$ cat src/rtl/core/pcfc_pkg.sv
package pcfc_pkg;

  localparam int FRAC_BITS  = 16;
  localparam int QW         = FRAC_BITS + 1;    // unit component magnitude bits
  localparam int SW         = 64 - FRAC_BITS;   // scaled product magnitude bits
  localparam int ACC_W      = SW + 2;           // signed sum of two scaled values
  localparam int ROOT_ITERS = 32;
  localparam int CNT_W      = 6;

  typedef struct packed {
    logic               op;
    logic signed [31:0] pos_x;
    logic signed [31:0] pos_y;
    logic signed [31:0] pos_z;
    logic signed [31:0] vel_x;
    logic signed [31:0] vel_y;
    logic signed [31:0] vel_z;
    logic signed [31:0] box_x_min;
    logic signed [31:0] box_x_max;
    logic signed [31:0] box_top_y;
    logic signed [31:0] box_z_min;
    logic signed [31:0] box_z_max;
  } pcfc_in_t;

  typedef struct packed {
    logic [1:0]         event_res;
    logic signed [31:0] force_x;
    logic signed [31:0] force_y;
    logic signed [31:0] force_z;
  } pcfc_out_t;

  typedef enum logic [1:0] {
    EV_NONE  = 2'd0,
    EV_ENTER = 2'd1,
    EV_HOLD  = 2'd2,
    EV_EXIT  = 2'd3
  } event_t;

  typedef enum logic [1:0] {
    CFG_SPRING   = 2'd0,
    CFG_DAMPING  = 2'd1,
    CFG_FRICTION = 2'd2
  } cfg_index_t;

  typedef enum logic {
    RD_ROOT = 1'b0,
    RD_DIV  = 1'b1
  } rd_mode_t;

  typedef struct packed {
    logic     start;
    rd_mode_t mode;
  } rd_cmd_t;

  typedef struct packed {
    logic busy;
    logic done;
  } rd_stat_t;

  typedef enum logic [3:0] {
    ST_IDLE,
    ST_TEST,
    ST_DIFF,
    ST_NORM,
    ST_SQ,
    ST_ROOT_GO,
    ST_ROOT_WAIT,
    ST_DIV_GO,
    ST_DIV_WAIT,
    ST_FORCE,
    ST_ZERO,
    ST_LIM,
    ST_DY,
    ST_CONE,
    ST_DONE
  } state_t;

  function automatic logic signed [31:0] sat32(input logic signed [ACC_W-1:0] v);
    logic signed [ACC_W-1:0] hi;
    logic signed [ACC_W-1:0] lo;
    hi = ACC_W'(32'sh7fffffff);
    lo = -ACC_W'(33'sh080000000);
    if (v > hi) begin
      return 32'sh7fffffff;
    end else if (v < lo) begin
      return 32'sh80000000;
    end
    return v[31:0];
  endfunction

  // signed view of a product divided by 2^FRAC_BITS, negated when neg is set
  function automatic logic signed [ACC_W-1:0] scaled(input logic [63:0] prod, input logic neg);
    logic signed [ACC_W-1:0] m;
    m = signed'({2'b00, prod[63:FRAC_BITS]});
    return neg ? -m : m;
  endfunction

  function automatic logic [32:0] mag33(input logic signed [32:0] v);
    return v[32] ? 33'(-v) : 33'(v);
  endfunction

endpackage

$ cat src/rtl/core/pcfc_mul.sv
module pcfc_mul (
  input  logic        clk,
  input  logic [30:0] gain,
  input  logic [32:0] mag,
  output logic [63:0] prod
);
  import pcfc_pkg::*;

  always_ff @(posedge clk) begin
    prod <= {33'b0, gain} * {31'b0, mag};
  end

endmodule

$ cat config.mk
export PLATFORM = sky130hd
export DESIGN_NAME = pcfc_mul
export DESIGN_NICKNAME = d
export VERILOG_FILES = /design/src/rtl/core/pcfc_pkg.sv /design/src/rtl/core/pcfc_mul.sv
export SDC_FILE = /design/constraint.sdc
export NUM_CORES = 2
export LEC_CHECK = 0
export BUFFER_PORTS_ARGS = -buffer_cell sky130_fd_sc_hd__buf_4
export CAP_MARGIN = 20
export CORE_UTILIZATION = 43
export CTS_BUF_LIST = sky130_fd_sc_hd__clkbuf_8
export DETAILED_ROUTE_END_ITERATION = 8
export PLACE_DENSITY = 0.7
export SETUP_SLACK_MARGIN = 0.1
export SYNTH_ARGS = -nofsm -noshare
export SYNTH_HDL_FRONTEND = slang
export SYNTH_SLANG_ARGS = --single-unit
$ cat constraint.sdc
create_clock -name clk -period 16.05 [get_ports clk]
set_input_delay 1.605 -clock clk [delete_from_list [all_inputs] [get_ports clk]]
set_output_delay 1.605 -clock clk [all_outputs]
set_load 0.05 [all_outputs]
==> Flow_metrics.wiki <==
{| class="wikitable"
! Metric !! Value
|-
| Outcome || finished clean
|-
| Top cell type's share of synthesized area || 0.524
|-
| Initial antenna violation count || 3
|-
| Remaining global-route overflow || 0
|-
| Area taken by flip-flops and latches || 1280 um^2
|-
| Wire length of the first global-routing pass || 149,000 um
|-
| Vias || 24,900
|-
| Combinational family with the most area after synthesis || adder cells
|-
| Worst hold slack across all endpoints || 1.74 ns
|-
| Number of setup buffers added after CTS || 0
|-
| Post-route setup TNS || 0 ns
|-
| CTS Hold Bufs || 0
|-
| Total wire length || 92,700 um
|-
| Dominant cell by count in the synthesized netlist || sky130_fd_sc_hd__fa_1
|-
| Final Wtd Congestion || 0.914
|-
| Number of enable-type register cells in the synthesized netlist || 0
|-
| Number of max-slew violations in the final report || 0
|-
| Core Footprint || 78,900 um^2
|-
| Regs by FF count || prod (64)
|-
| Port-buffer cells || 128
|-
| Top post-synthesis cells by area || sky130_fd_sc_hd__fa_1 52%, sky130_fd_sc_hd__inv_1 9.8%, sky130_fd_sc_hd__ha_1 9.4%
|-
| Most used DFF post-synth || sky130_fd_sc_hd__dfxtp_1
|-
| Buffers from clock root to sink, at most || 2
|-
| Routed WL per cell || 19.6 um
|-
| # H-tree levels || 3
|-
| Width of the die || 284 um
|-
| Cell area after synthesis || 34,200 um^2
|-
| Crit path top cell by count || sky130_fd_sc_hd__fa_1
|-
| Number of flip-flops under the largest register name || 64
|-
| Combined global-route utilization of all metal layers || 0.239
|-
| CP max stage delay || 0.58 ns
|-
| Std-Cell Rows || 103
|-
| Detailed-route vias per instance || 5.25
|-
| Commonest cells in the netlist || 895 x sky130_fd_sc_hd__fa_1, 892 x sky130_fd_sc_hd__inv_1, 623 x sky130_fd_sc_hd__nand2_1, 452 x sky130_fd_sc_hd__and2_1, 257 x sky130_fd_sc_hd__ha_1
|-
| Die H || 284 um
|-
| Total die area || 80,700 um^2
|-
| Arithmetic-cell share of the synthesized area counting full adders, half adders and majority gates || 0.618
|-
| Multiplexer share of the synthesized area || 0
|-
| Clock buffers created by TritonCTS || 9
|-
| Fraction of the mapped netlist area in compound gates || 0.0416
|-
| Hold Crit Depth || 2
|-
| Max-capacitance violation count || 0
|-
| Number of instances in the synthesized netlist || 3,754
|-
| Critical path buffer and inverter count || 6
|-
| Area of combinational cells with multiple inputs || 28,800 um^2
|-
| Largest fanout on the critical path || 31
|-
| DR iter-0 viols || 1,682
|-
| Crit path kind || in2reg
|-
| Worst setup EP type || flip-flop
|-
| Count of antenna-violating nets left after detailed routing || 0
|-
| Number of synthesis warnings || 0
|-
| Nets@finish || 4,901
|-
| Antenna cell count || 0
|-
| Largest net degree at the start of global routing || 34
|-
| Setup repair after global routing missed its margin || false
|-
| Clk sink count || 64
|-
| Boundary Pins || 129
|-
| CP Launch Type || input port
|-
| Register name with the most flops || prod
|-
| Maximum achievable frequency || 116 MHz
|-
| HPWL after detailed placement || 73,600 um
|-
| Proportion of layout cells with a drive suffix above 1 || 0.0450
|-
| Endpoints failing hold || 0
|-
| Count of TritonRoute iterations in the first routing pass || 5
|-
| Worst hold path startpoint || gain[0]
|-
| Area added between synthesis and finish || 4.78%
|-
| Post-Synthesis Net Count || 4,971
|-
| Setup-failing EPs final || 0
|-
| Cell taking the most area after synthesis || sky130_fd_sc_hd__fa_1
|-
| Synthesized-area fraction occupied by and/or/nand/nor cells || 0.165
|-
| Final clock period utilization by the worst path || 0.539
|-
| Total DRC errors in the routed layout || 0
|-
| FFs w/ async S/R, synth || 0
|-
| Critical-path cell with the highest stage delay || sky130_fd_sc_hd__fa_1
|-
| Synthesis-stage register bit count || 64
|-
| Clock transition at the registers of the reported paths || 0.08 ns
|-
| Resize count post-CTS || 0
|-
| Cell at the root of the clock tree || sky130_fd_sc_hd__clkbuf_8
|-
| Data arrival, critical path || 8.90 ns
|-
| Post-synth cell types || 65
|-
| Fraction of the yosys area taken by sequential cells || 0.0375
|-
| Worst hold path type || in2reg
|-
| TritonCTS clock tree || yes
|-
| Hold EP || prod[0]$_DFF_P_
|-
| Final period demand of the worst path || 8.64 ns
|-
| Post-synthesis average cell area || 9.11 um^2
|-
| Slew at the pin closest to its max-slew limit || 0.755 ns
|-
| Dominant delay contributor by cell family on the critical path || adder cells
|-
| Initial standard-cell utilization of the core || 0.434
|-
| Post-Synth XOR/XNOR Area || 0.0159
|-
| Count of filler cells inserted in the layout || 7,582
|-
| Via count of the first global-routing pass || 27,300
|-
| Data required, critical path || 16.30 ns
|-
| Tightest slew margin relative to the limit || 0.492
|}
placed cells by master (no fill, tap or decap), types with 8 or more instances in the layout:
master and n:
sky130_fd_sc_hd__fa_1 895, sky130_fd_sc_hd__inv_1 892, sky130_fd_sc_hd__nand2_1 623, sky130_fd_sc_hd__and2_1 452
sky130_fd_sc_hd__ha_1 257, sky130_fd_sc_hd__buf_4 128, sky130_fd_sc_hd__a21oi_1 68, sky130_fd_sc_hd__dfxtp_1 64
sky130_fd_sc_hd__xnor2_1 41, sky130_fd_sc_hd__nor2_1 35, sky130_fd_sc_hd__o21ai_0 34, sky130_fd_sc_hd__xor2_1 21
sky130_fd_sc_hd__a21o_1 21, sky130_fd_sc_hd__nand4_1 18, sky130_fd_sc_hd__o21bai_1 17, sky130_fd_sc_hd__nand3_1 11
sky130_fd_sc_hd__clkbuf_8 9, sky130_fd_sc_hd__a31oi_1 8
cell families (layout without fill, tap and decap cells):
family | Yosys count | count (layout)
AND/OR/NAND/NOR | 1167 | 1167
adder cells (fa/ha/maj) | 1152 | 1152
buffers and inverters | 1101 | 1035
AO/OA/AOI/OAI | 208 | 208
flip-flops | 64 | 64
XOR/XNOR | 62 | 62
routing by layer:
metal  vias to the layer above  routed length, um  share of wire  GRT usage
met5                         -                 11        0.00012          0
met4                         2               4490          0.048     0.0999
met3                       242               5470          0.059     0.0334
met2                       879              48400           0.52      0.429
met1                     13100              34300           0.37      0.286
li1                      10700                  -              -          -
area by class of cell:
cell class / count / area share
clock buffer: 9 / 0.00346
sequential: 64 / 0.0357
multi-input combinational: 2589 / 0.802
timing repair buffer: 128 / 0.0268
tap: 1050 / 0.0367
inverter: 892 / 0.0934
clock inverter: 6 / 0.00171
through the flow:
| stage | worst slack [ns] | util | cell area [um^2] | instances |
|---|---|---|---|---|
| 2_1_floorplan | 7.96 | - | 34200 | 3754 |
| 3_3_place_gp | 7.10 | 0.452 | 35700 | 4723 |
| 3_5_place_dp | 7.12 | 0.452 | 35700 | 4723 |
| 4_1_cts | 7.52 | 0.454 | 35800 | 4738 |
| 5_1_grt | 7.09 | 0.454 | 35800 | 4738 |
| 6_report | 7.41 | 0.454 | 35800 | 4738 |
worst max-delay path by stage:
stage	from	endpoint	slack, ns	cells after the start
floorplan	mag[28]	prod[58]$_DFF_P_	7.96	25
global placement	mag[28]	prod[62]$_DFF_P_	7.10	25
detailed placement	mag[28]	prod[62]$_DFF_P_	7.12	25
CTS	mag[16]	prod[51]$_DFF_P_	7.52	23
global route	mag[28]	prod[58]$_DFF_P_	7.09	25
finish	mag[28]	prod[58]$_DFF_P_	7.41	25
Power is left out: the tool's default activity adds up to more than one toggle a clock period on the data nets, which glitch-free logic cannot reach.
