===== src/rtl/core/pcfc_pkg.sv =====
package pcfc_pkg;

  localparam int FRAC_BITS  = 16;
  localparam int QW         = FRAC_BITS + 1;    // unit component magnitude bits
  localparam int SW         = 64 - FRAC_BITS;   // scaled product magnitude bits
  localparam int ACC_W      = SW + 2;           // signed sum of two scaled values
  localparam int ROOT_ITERS = 32;
  localparam int CNT_W      = 6;

  typedef struct packed {
    logic               op;
    logic signed [31:0] pos_x;
    logic signed [31:0] pos_y;
    logic signed [31:0] pos_z;
    logic signed [31:0] vel_x;
    logic signed [31:0] vel_y;
    logic signed [31:0] vel_z;
    logic signed [31:0] box_x_min;
    logic signed [31:0] box_x_max;
    logic signed [31:0] box_top_y;
    logic signed [31:0] box_z_min;
    logic signed [31:0] box_z_max;
  } pcfc_in_t;

  typedef struct packed {
    logic [1:0]         event_res;
    logic signed [31:0] force_x;
    logic signed [31:0] force_y;
    logic signed [31:0] force_z;
  } pcfc_out_t;

  typedef enum logic [1:0] {
    EV_NONE  = 2'd0,
    EV_ENTER = 2'd1,
    EV_HOLD  = 2'd2,
    EV_EXIT  = 2'd3
  } event_t;

  typedef enum logic [1:0] {
    CFG_SPRING   = 2'd0,
    CFG_DAMPING  = 2'd1,
    CFG_FRICTION = 2'd2
  } cfg_index_t;

  typedef enum logic {
    RD_ROOT = 1'b0,
    RD_DIV  = 1'b1
  } rd_mode_t;

  typedef struct packed {
    logic     start;
    rd_mode_t mode;
  } rd_cmd_t;

  typedef struct packed {
    logic busy;
    logic done;
  } rd_stat_t;

  typedef enum logic [3:0] {
    ST_IDLE,
    ST_TEST,
    ST_DIFF,
    ST_NORM,
    ST_SQ,
    ST_ROOT_GO,
    ST_ROOT_WAIT,
    ST_DIV_GO,
    ST_DIV_WAIT,
    ST_FORCE,
    ST_ZERO,
    ST_LIM,
    ST_DY,
    ST_CONE,
    ST_DONE
  } state_t;

  function automatic logic signed [31:0] sat32(input logic signed [ACC_W-1:0] v);
    logic signed [ACC_W-1:0] hi;
    logic signed [ACC_W-1:0] lo;
    hi = ACC_W'(32'sh7fffffff);
    lo = -ACC_W'(33'sh080000000);
    if (v > hi) begin
      return 32'sh7fffffff;
    end else if (v < lo) begin
      return 32'sh80000000;
    end
    return v[31:0];
  endfunction

  // signed view of a product divided by 2^FRAC_BITS, negated when neg is set
  function automatic logic signed [ACC_W-1:0] scaled(input logic [63:0] prod, input logic neg);
    logic signed [ACC_W-1:0] m;
    m = signed'({2'b00, prod[63:FRAC_BITS]});
    return neg ? -m : m;
  endfunction

  function automatic logic [32:0] mag33(input logic signed [32:0] v);
    return v[32] ? 33'(-v) : 33'(v);
  endfunction

endpackage


===== src/rtl/core/pcfc_rootdiv.sv =====
module pcfc_rootdiv (
  input  logic              clk,
  input  logic              rst,
  input  pcfc_pkg::rd_cmd_t cmd,
  input  logic [63:0]       operand,
  input  logic [31:0]       divisor,
  output pcfc_pkg::rd_stat_t stat,
  output logic [31:0]       result
);
  import pcfc_pkg::*;

  logic [63:0]      acc;
  logic [63:0]      root;
  logic [63:0]      bitm;
  logic [31:0]      divisor_r;
  logic [CNT_W-1:0] cnt;
  logic             first;
  logic             busy;
  logic             done;
  rd_mode_t         mode_r;
  logic [63:0]      cand;
  logic [63:0]      opb;
  logic [64:0]      diff;
  logic             ge;

  // one shared subtract and compare serves both the root and the divide step
  always_comb begin
    cand = (mode_r == RD_DIV && !first) ? {acc[62:0], 1'b0} : acc;
    opb  = (mode_r == RD_ROOT) ? root + bitm : {32'b0, divisor_r};
    diff = {1'b0, cand} - {1'b0, opb};
    ge   = ~diff[64];
  end

  always_ff @(posedge clk) begin
    if (rst) begin
      busy <= 1'b0;
      done <= 1'b0;
      cnt  <= '0;
    end else begin
      done <= 1'b0;
      if (cmd.start) begin
        busy <= 1'b1;
        cnt  <= (cmd.mode == RD_ROOT) ? CNT_W'(ROOT_ITERS) : CNT_W'(QW);
      end else if (busy) begin
        cnt <= cnt - 1'b1;
        if (cnt == CNT_W'(1)) begin
          busy <= 1'b0;
          done <= 1'b1;
        end
      end
    end
  end

  always_ff @(posedge clk) begin
    if (cmd.start) begin
      acc       <= operand;
      root      <= '0;
      bitm      <= 64'h4000_0000_0000_0000;
      divisor_r <= divisor;
      mode_r    <= cmd.mode;
      first     <= 1'b1;
    end else if (busy) begin
      first <= 1'b0;
      if (mode_r == RD_ROOT) begin
        acc  <= ge ? diff[63:0] : acc;
        root <= ge ? (root >> 1) + bitm : root >> 1;
        bitm <= bitm >> 2;
      end else begin
        acc  <= ge ? diff[63:0] : cand;
        root <= {root[62:0], ge};
      end
    end
  end

  assign stat.busy = busy;
  assign stat.done = done;
  assign result    = root[31:0];

endmodule


===== config.mk =====
export PLATFORM = sky130hd
export DESIGN_NAME = pcfc_rootdiv
export DESIGN_NICKNAME = d
export VERILOG_FILES = /design/src/rtl/core/pcfc_pkg.sv /design/src/rtl/core/pcfc_rootdiv.sv
export SDC_FILE = /design/constraint.sdc
export NUM_CORES = 1
export LEC_CHECK = 0
export BUFFER_PORTS_ARGS = -buffer_cell sky130_fd_sc_hd__buf_2
export CAP_MARGIN = 10
export CELL_PAD_IN_SITES_DETAIL_PLACEMENT = 1
export CELL_PAD_IN_SITES_GLOBAL_PLACEMENT = 1
export CORE_UTILIZATION = 30
export CTS_CLUSTER_DIAMETER = 120
export DETAILED_ROUTE_END_ITERATION = 12
export GPL_TIMING_DRIVEN = 0
export PLACE_DENSITY = 0.66
export SETUP_SLACK_MARGIN = 0.1
export SLEW_MARGIN = 20
export SYNTH_ARGS = -nofsm -noshare
export SYNTH_HDL_FRONTEND = slang
export SYNTH_SLANG_ARGS = --single-unit

===== constraint.sdc =====
create_clock -name clk -period 24.2 [get_ports clk]
set_clock_uncertainty 0.05 [all_clocks]
set_input_delay 1.21 -clock clk [delete_from_list [all_inputs] [get_ports clk]]
set_output_delay 1.21 -clock clk [all_outputs]
set_load 0.1 [all_outputs]

==> results of run 1 <==
final cells by class:
cell class              instances  area (um^2)
repair buffers                136          748
clock buffers                  44          832
plain buffers                 199          933
flip-flops and latches        202         5010
inverters                      37          139
well taps                     846         1060
multi-input cells            2073        13300
fillers                      7818        41200
clock inverters                 8         81.3
diodes                          1         2.50
Yosys cell counts (all sizes together) (46+ instances only):
cell type  instances  area (um^2)
a21oi            236         1190
ha               139         1740
nand3             46          230
xor2              74          648
o21ai            157          793
nor2             214          806
xnor2             96          841
edfxtp            97         2910
mux2              67          754
buf               69          444
a31oi            104          666
nand4             52          325
nor3              50          250
clkbuf           130          489
nand2            402         1510
dfxtp            105         2100
sequential cells by signal (all words and copies together) (netlist names):
register,count
cnt,6
divisor_r,32
mode_r,1
root,64
first,1
done,1
acc,64
busy,1
bitm,32
per-stage QoR:
step | setup slack, ps | power [mW] | cells | cell area (um^2) | hold WS, ps
4_1_cts | 16010 | 1.95 | 3545 | 22100 | 458
5_1_grt | 15920 | 2.07 | 3545 | 22100 | 464
6_report | 15840 | 1.96 | 3546 | 22100 | 459
3_5_place_dp | 16060 | 1.52 | 3493 | 21100 | 443
3_3_place_gp | 9320 | 1.50 | 3490 | 21000 | 414
2_1_floorplan | 14860 | 1.20 | 2511 | 19300 | 394
worst max-delay path, stage by stage (launching register included):
cell,delay [ps]
edfxtp_1,560
inv_1,150
nor2_2,650
clkbuf_1,890
clkbuf_1,790
mux2_2,450
ha_1,380
o211ai_1,290
o211ai_2,170
a41oi_2,300
o211ai_2,240
o211a_1,340
o31ai_4,790
nand2_2,420
buf_2,360
nor2_1,470
o21ai_4,290
buf_16,290
buf_16,170
routing by layer:
metal / up-vias / wire length, um
met5: - / 13
met1: 10007 / 38600
met4: 2 / 3620
met3: 162 / 4300
met2: 557 / 39000
li1: 9526 / -
kinds of logic after synthesis:
logic type	after synthesis
buffers and inverters	236
flip-flops	202
adder cells (fa/ha/maj)	140
multiplexers	83
AO/OA/AOI/OAI	771
XOR/XNOR	170
AND/OR/NAND/NOR	909
worst paths after layout:
check | from | end | cells past startpoint
worst max-delay path | mode_r$_DFFE_PP_ | acc[34]$_DFFE_PP_ | 18
worst min-delay path | first$_SDFFE_PP1P_ | first$_SDFFE_PP1P_ | 1
worst max register to register | mode_r$_DFFE_PP_ | acc[34]$_DFFE_PP_ | 18
worst min register to register | first$_SDFFE_PP1P_ | first$_SDFFE_PP1P_ | 1
power by group:
part,switching [mW],internal (mW),leakage [nW],total [mW]
logic,0.690,0.374,6.22,1.06
registers,0.0394,0.431,1.81,0.470
clock network,0.176,0.246,0.450,0.422
total,0.906,1.05,8.48,1.96
==> results.py, run 1 <==
metrics = {
    "grt": {
        "grt_pass1_vias": 20648,
        "grt_max_degree": 40,
        "top_usage_layer": "met2",
        "use_met3_pct": 3.16,
        "gr-usage-met1_pct": 33.4,
        "grt_pass1_wl_mm": 128,
        "grt_usage_pct": 25.3,
        "antenna_found_initial": 1,
        "grt_overflow_total": 0,
        "globalRouteMet2Util_pct": 41.5,
    },
    "logic_synthesis": {
        "avgSynthCellArea_um2": 7.70,
        "synth-compound-area-share_pct": 25.8,
        "synthArstFlopShare_pct": 0,
        "dominantRegCellSynth": "dfxtp_1",
        "synth_edf_count": 97,
        "synth_cell_types": 89,
        "netlist_area_mm2": 0.0193,
        "synthXorXnorAreaFrac_pct": 7.71,
        "synth_mux_area_share_pct": 4.73,
        "syn_inst": 2511,
        "synth_nets": 2751,
        "ys_ff_latch": 202,
        "yosys_warnings": 0,
        "synth-adder-area-share_pct": 9.10,
        "synth_top_family_by_area": "compound AO/OA/AOI/OAI gates",
        "synth-simple-area-share_pct": 21.2,
        "ys_seq_area_share_pct": 26.0,
    },
    "critical_path": {
        "cp.required_ps": 24480,
        "crit_type": "register to register",
        "cp.arrival_ps": 8640,
        "startpoint_type": "register",
        "cp-end-kind": "register",
        "rrSetupSlack_ps": 15840,
        "path_max_fanout": 25,
    },
    "job": {
        "cap_violations": 0,
    },
    "sta": {
        "relSlewSlack_pct": 26.3,
        "timing.fmax_mhz": 120,
        "hold_violations": 0,
        "setup_total_negative_slack_ps": 0,
        "drv_slew": 0,
        "worst_slew_pin_slew_ps": 1110,
        "final-setup-viol-count": 0,
        "rsz0062_at_grt": "false",
        "finalCriticalPeriod_ps": 8360,
        "min_period_over_period_pct": 34.5,
    },
    "clock_network": {
        "postCtsSetupBuffers": 0,
        "cts_root_buffer": "clkbuf_16",
        "clock_latency_ps": 600,
        "path_clk_slew_ps": 60,
        "tritoncts": "yes",
        "cts_hold_buffers": 0,
        "cts-resized-gates": 0,
        "cts.path.max_buffers": 3,
        "h-tree-depth": 1,
        "clock_sinks": 202,
        "cts_buffers": 28,
    },
    "placement": {
        "gp_congestion": 0.925,
        "portBuffers": 133,
        "hpwl_mm": 68.3,
    },
    "floorplanning": {
        "dieArea_mm2": 0.0654,
        "die_h_um": 256,
        "coreArea_mm2": 0.0633,
        "num_io_pins": 134,
        "rows": 92,
        "start_util_pct": 30.5,
        "dieWidth_um": 256,
    },
    "power_and_ir_drop": {
        "p_per_area_mw_per_mm2": 88.7,
        "p_leak_nw": 8.48,
        "ir_drop_uv": 53.8,
    },
    "detailed_routing": {
        "wl_per_cell_um": 24.1,
        "vias": 20254,
        "routed_wl_mm": 85.6,
        "postRouteAntennaNets": 0,
        "route.detailed.drc": 0,
        "drtPass1Iterations": 5,
        "drtIter0Drc": 1397,
        "viasPerCell": 5.71,
    },
    "final_layout": {
        "final_layout_size_suffix_gt1_share_pct": 13.0,
        "final_nets": 2917,
        "syn_to_final_growth_pct": 14.2,
        "final_cell_mix": "nand2_1 (401), a21oi_1 (234), nor2_1 (212)",
        "post-route-util_pct": 34.9,
        "final_common_cell": "nand2_1",
    },
    "run_status": {
        "outcome": "complete, no violations",
    },
    "worst_hold_path": {
        "hold_path_class": "register to register",
    },
}
No activity file was read; power rests on OpenSTA's default activity.
==> run 2: changes to the inputs <==
PLACE_DENSITY = 0.68   (was 0.66)
clock period = 7.31 ns   (was 24.2 ns; I/O delays follow)
==> run 2 against run 1 <==
Cell count up 1.0%; maximum frequency up 20%; utilization up 0.76 points; hold slack worse by 440 ps; final area up 2.2%; sequential share of layout area down 0.48 points; combinational power rose to 3.4 times the previous value; die area unchanged; highest routed layer is now met4.
==> results.py, run 2 (same netlist as run 1, synthesis figures left out) <==
metrics = {
    "detailed_routing": {
        "drtPass1Iterations": 5,
        "wl_per_cell_um": 24.3,
        "route.detailed.drc": 0,
        "drtIter0Drc": 1460,
        "routed_wl_mm": 86.9,
        "postRouteAntennaNets": 0,
        "vias": 20545,
        "viasPerCell": 5.73,
    },
    "placement": {
        "post-place-ws_ps": -907,
        "hpwl_mm": 68.2,
        "gp_congestion": 0.912,
        "portBuffers": 133,
    },
    "job": {
        "cap_violations": 0,
    },
    "grt": {
        "grt_pass1_wl_mm": 130,
        "grt_max_degree": 40,
        "grt_pass1_vias": 20960,
        "grt_usage_pct": 25.7,
        "use_met3_pct": 2.78,
        "grt_overflow_total": 0,
        "globalRouteMet2Util_pct": 42.5,
        "gr-usage-met1_pct": 33.7,
        "antenna_found_initial": 1,
        "top_usage_layer": "met2",
    },
    "critical_path": {
        "slowest_stage": "nor4b_1",
        "reg2reg_from": "root[2]$_SDFFE_PP0P_",
        "cp-end-kind": "register",
        "rrSetupSlack_ps": 320,
        "cp.buffers_inverters": 3,
        "crit_type": "register to register",
        "crit_chain": "ha_1 > a31oi_1 > a211oi_2 > a21oi_1 > o21ai_1 > a31o_2 > a21oi_1 > nor4b_1 > nor3_1 > xnor2_1 > nand2_1 > ha_1 > a21oi_1 > o21ai_0 > o21bai_1 > a221o_1 > a21oi_4 > nand2_2 > buf_2 > nor2_2 > o21ai_4 > buf_16 > buf_16",
        "crit_top_cell": "a21oi_1",
        "cp_top_family": "compound AO/OA/AOI/OAI gates",
        "path_depth": 23,
        "reg2regPathDepth": 23,
        "cp.arrival_ps": 7280,
        "r2r-end": "acc[31]$_DFFE_PP_",
        "cp.required_ps": 7600,
        "path_max_fanout": 25,
        "startpoint_type": "register",
        "crit_path_max_incr_delay_ps": 550,
    },
    "floorplanning": {
        "dieWidth_um": 256,
        "start_util_pct": 30.5,
        "coreArea_mm2": 0.0633,
        "die_h_um": 256,
        "num_io_pins": 134,
        "dieArea_mm2": 0.0654,
        "rows": 92,
    },
    "clock_network": {
        "clock_latency_ps": 610,
        "path_clk_slew_ps": 60,
        "cts.path.max_buffers": 3,
        "h-tree-depth": 1,
        "clock_sinks": 202,
        "cts_buffers": 28,
        "tritoncts": "yes",
        "cts_root_buffer": "clkbuf_16",
    },
    "sta": {
        "hold_violations": 0,
        "worst_slew_pin_slew_ps": 1100,
        "finalCriticalPeriod_ps": 6990,
        "final-setup-viol-count": 0,
        "setup_total_negative_slack_ps": 0,
        "min_period_over_period_pct": 95.6,
        "fin_ws_ps": 321,
        "rsz0062_at_grt": "false",
        "drv_slew": 0,
        "relSlewSlack_pct": 26.9,
        "timing.fmax_mhz": 143,
    },
    "worst_hold_path": {
        "min_from": "operand[8]",
        "holdPathStages": 3,
        "hold_end": "acc[8]$_DFFE_PP_",
        "hold_path_class": "input pin to register",
    },
    "final_layout": {
        "final_nets": 2956,
        "final_layout_size_suffix_gt1_share_pct": 13.4,
        "fillers": 7776,
        "syn_to_final_growth_pct": 16.7,
        "seqCellArea_mm2": 0.00502,
        "final_common_cell": "nand2_1",
        "diodes": 0,
        "multiInputGateArea_mm2": 0.0133,
        "final_cell_mix": "nand2_1 (401), a21oi_1 (234), nor2_1 (211)",
        "top_regs": "acc x64, root x64",
    },
    "power_and_ir_drop": {
        "internal_power_mw": 3.58,
        "swShare_pct": 46.0,
        "switching_power_mw": 3.05,
        "p_comb_share_pct": 53.8,
        "power_frac_clock_pct": 22.7,
        "p_total_mw": 6.63,
        "ir_drop_uv": 168,
        "seq_power_share_pct": 23.4,
        "p_per_area_mw_per_mm2": 294,
        "p_leak_nw": 8.71,
    },
    "run_status": {
        "outcome": "complete, no violations",
    },
}
## run 2: changes by cell type in the layout (fill, tap and decap cells not counted), sizes merged
cell | previous run | this run
clkinv | 7 | 6
clkinvlp | 0 | 1
diode | 1 | 0
dlygate4sd3 | 0 | 34
buf | 205 | 210
clkbuf | 174 | 173
## run 2: layer usage
layer,up-vias,part of all wire [%]
met5,-,0
li1,9600,-
met4,0,4.7
met3,190,5.2
met1,10085,44
met2,670,46
## run 2: what timing repair did
| item | CTS | global route |
|---|---|---|
| hold endpoints to repair | 38 | 1 |
| endpoints found under the setup margin | 182 | 139 |
| gates resized for setup | 6 | 10 |
| buffers inserted | 3 | 2 |
| hold buffers | 33 | 1 |
| pin swaps | 3 | 1 |
## run 2: worst max-delay path by stage
stage	from	endpoint	slack, ps
after detailed placement	mode_r$_DFFE_PP_	acc[11]$_DFFE_PP_	-910
after global placement	mode_r$_DFFE_PP_	acc[11]$_DFFE_PP_	-2730
after CTS	root[8]$_SDFFE_PP0P_	acc[31]$_DFFE_PP_	110
after global routing	root[2]$_SDFFE_PP0P_	acc[31]$_DFFE_PP_	120
after floorplan	root[2]$_SDFFE_PP0P_	acc[0]$_DFFE_PP_	920
final	root[2]$_SDFFE_PP0P_	acc[31]$_DFFE_PP_	320
## run 2: area by class of cell
cell class / instances / area share [%]
Tap cell: 846 / 4.69
Timing Repair Buffer: 175 / 4.99
Sequential cell: 202 / 22.2
Buffer: 199 / 4.17
Multi-Input combinational cell: 2073 / 58.8
Clock buffer: 43 / 4.02
Inverter: 37 / 0.616
Clock inverter: 8 / 0.416
## run 2: power groups by stage
stage          Sequential (mW)  Combinational, mW  Clock, mW
2_1_floorplan             1.51               2.47          0
3_3_place_gp              1.57               3.39          0
3_5_place_dp              1.58               3.46          0
4_1_cts                   1.55               3.51       1.52
5_1_grt                   1.58               3.87       1.55
6_report                  1.55               3.57       1.51
## run 2: metrics by stage
stage                     area, um^2  hold slack (ps)  instances  util, %
after floorplan                19300              388       2511        -
after global placement         21100              413       3490     33.3
after detailed placement       21100              448       3493     33.4
after CTS                      22500           0.0636       3580     35.6
after global routing           22500             34.6       3583     35.6
final                          22500             17.2       3583     35.6
## run 2: worst reg2reg max path, stage by stage (launching register included)
cell and delay [ps]:
dfxtp_1 430, ha_1 440, a31oi_1 120, a211oi_2 420, a21oi_1 230, o21ai_1 370
a31o_2 310, a21oi_1 120, nor4b_1 550, nor3_1 160, xnor2_1 240, nand2_1 130
ha_1 400, a21oi_1 210, o21ai_0 150, o21bai_1 210, a221o_1 420, a21oi_4 290
nand2_2 280, buf_2 330, nor2_2 320, o21ai_4 130, buf_16 210, buf_16 190
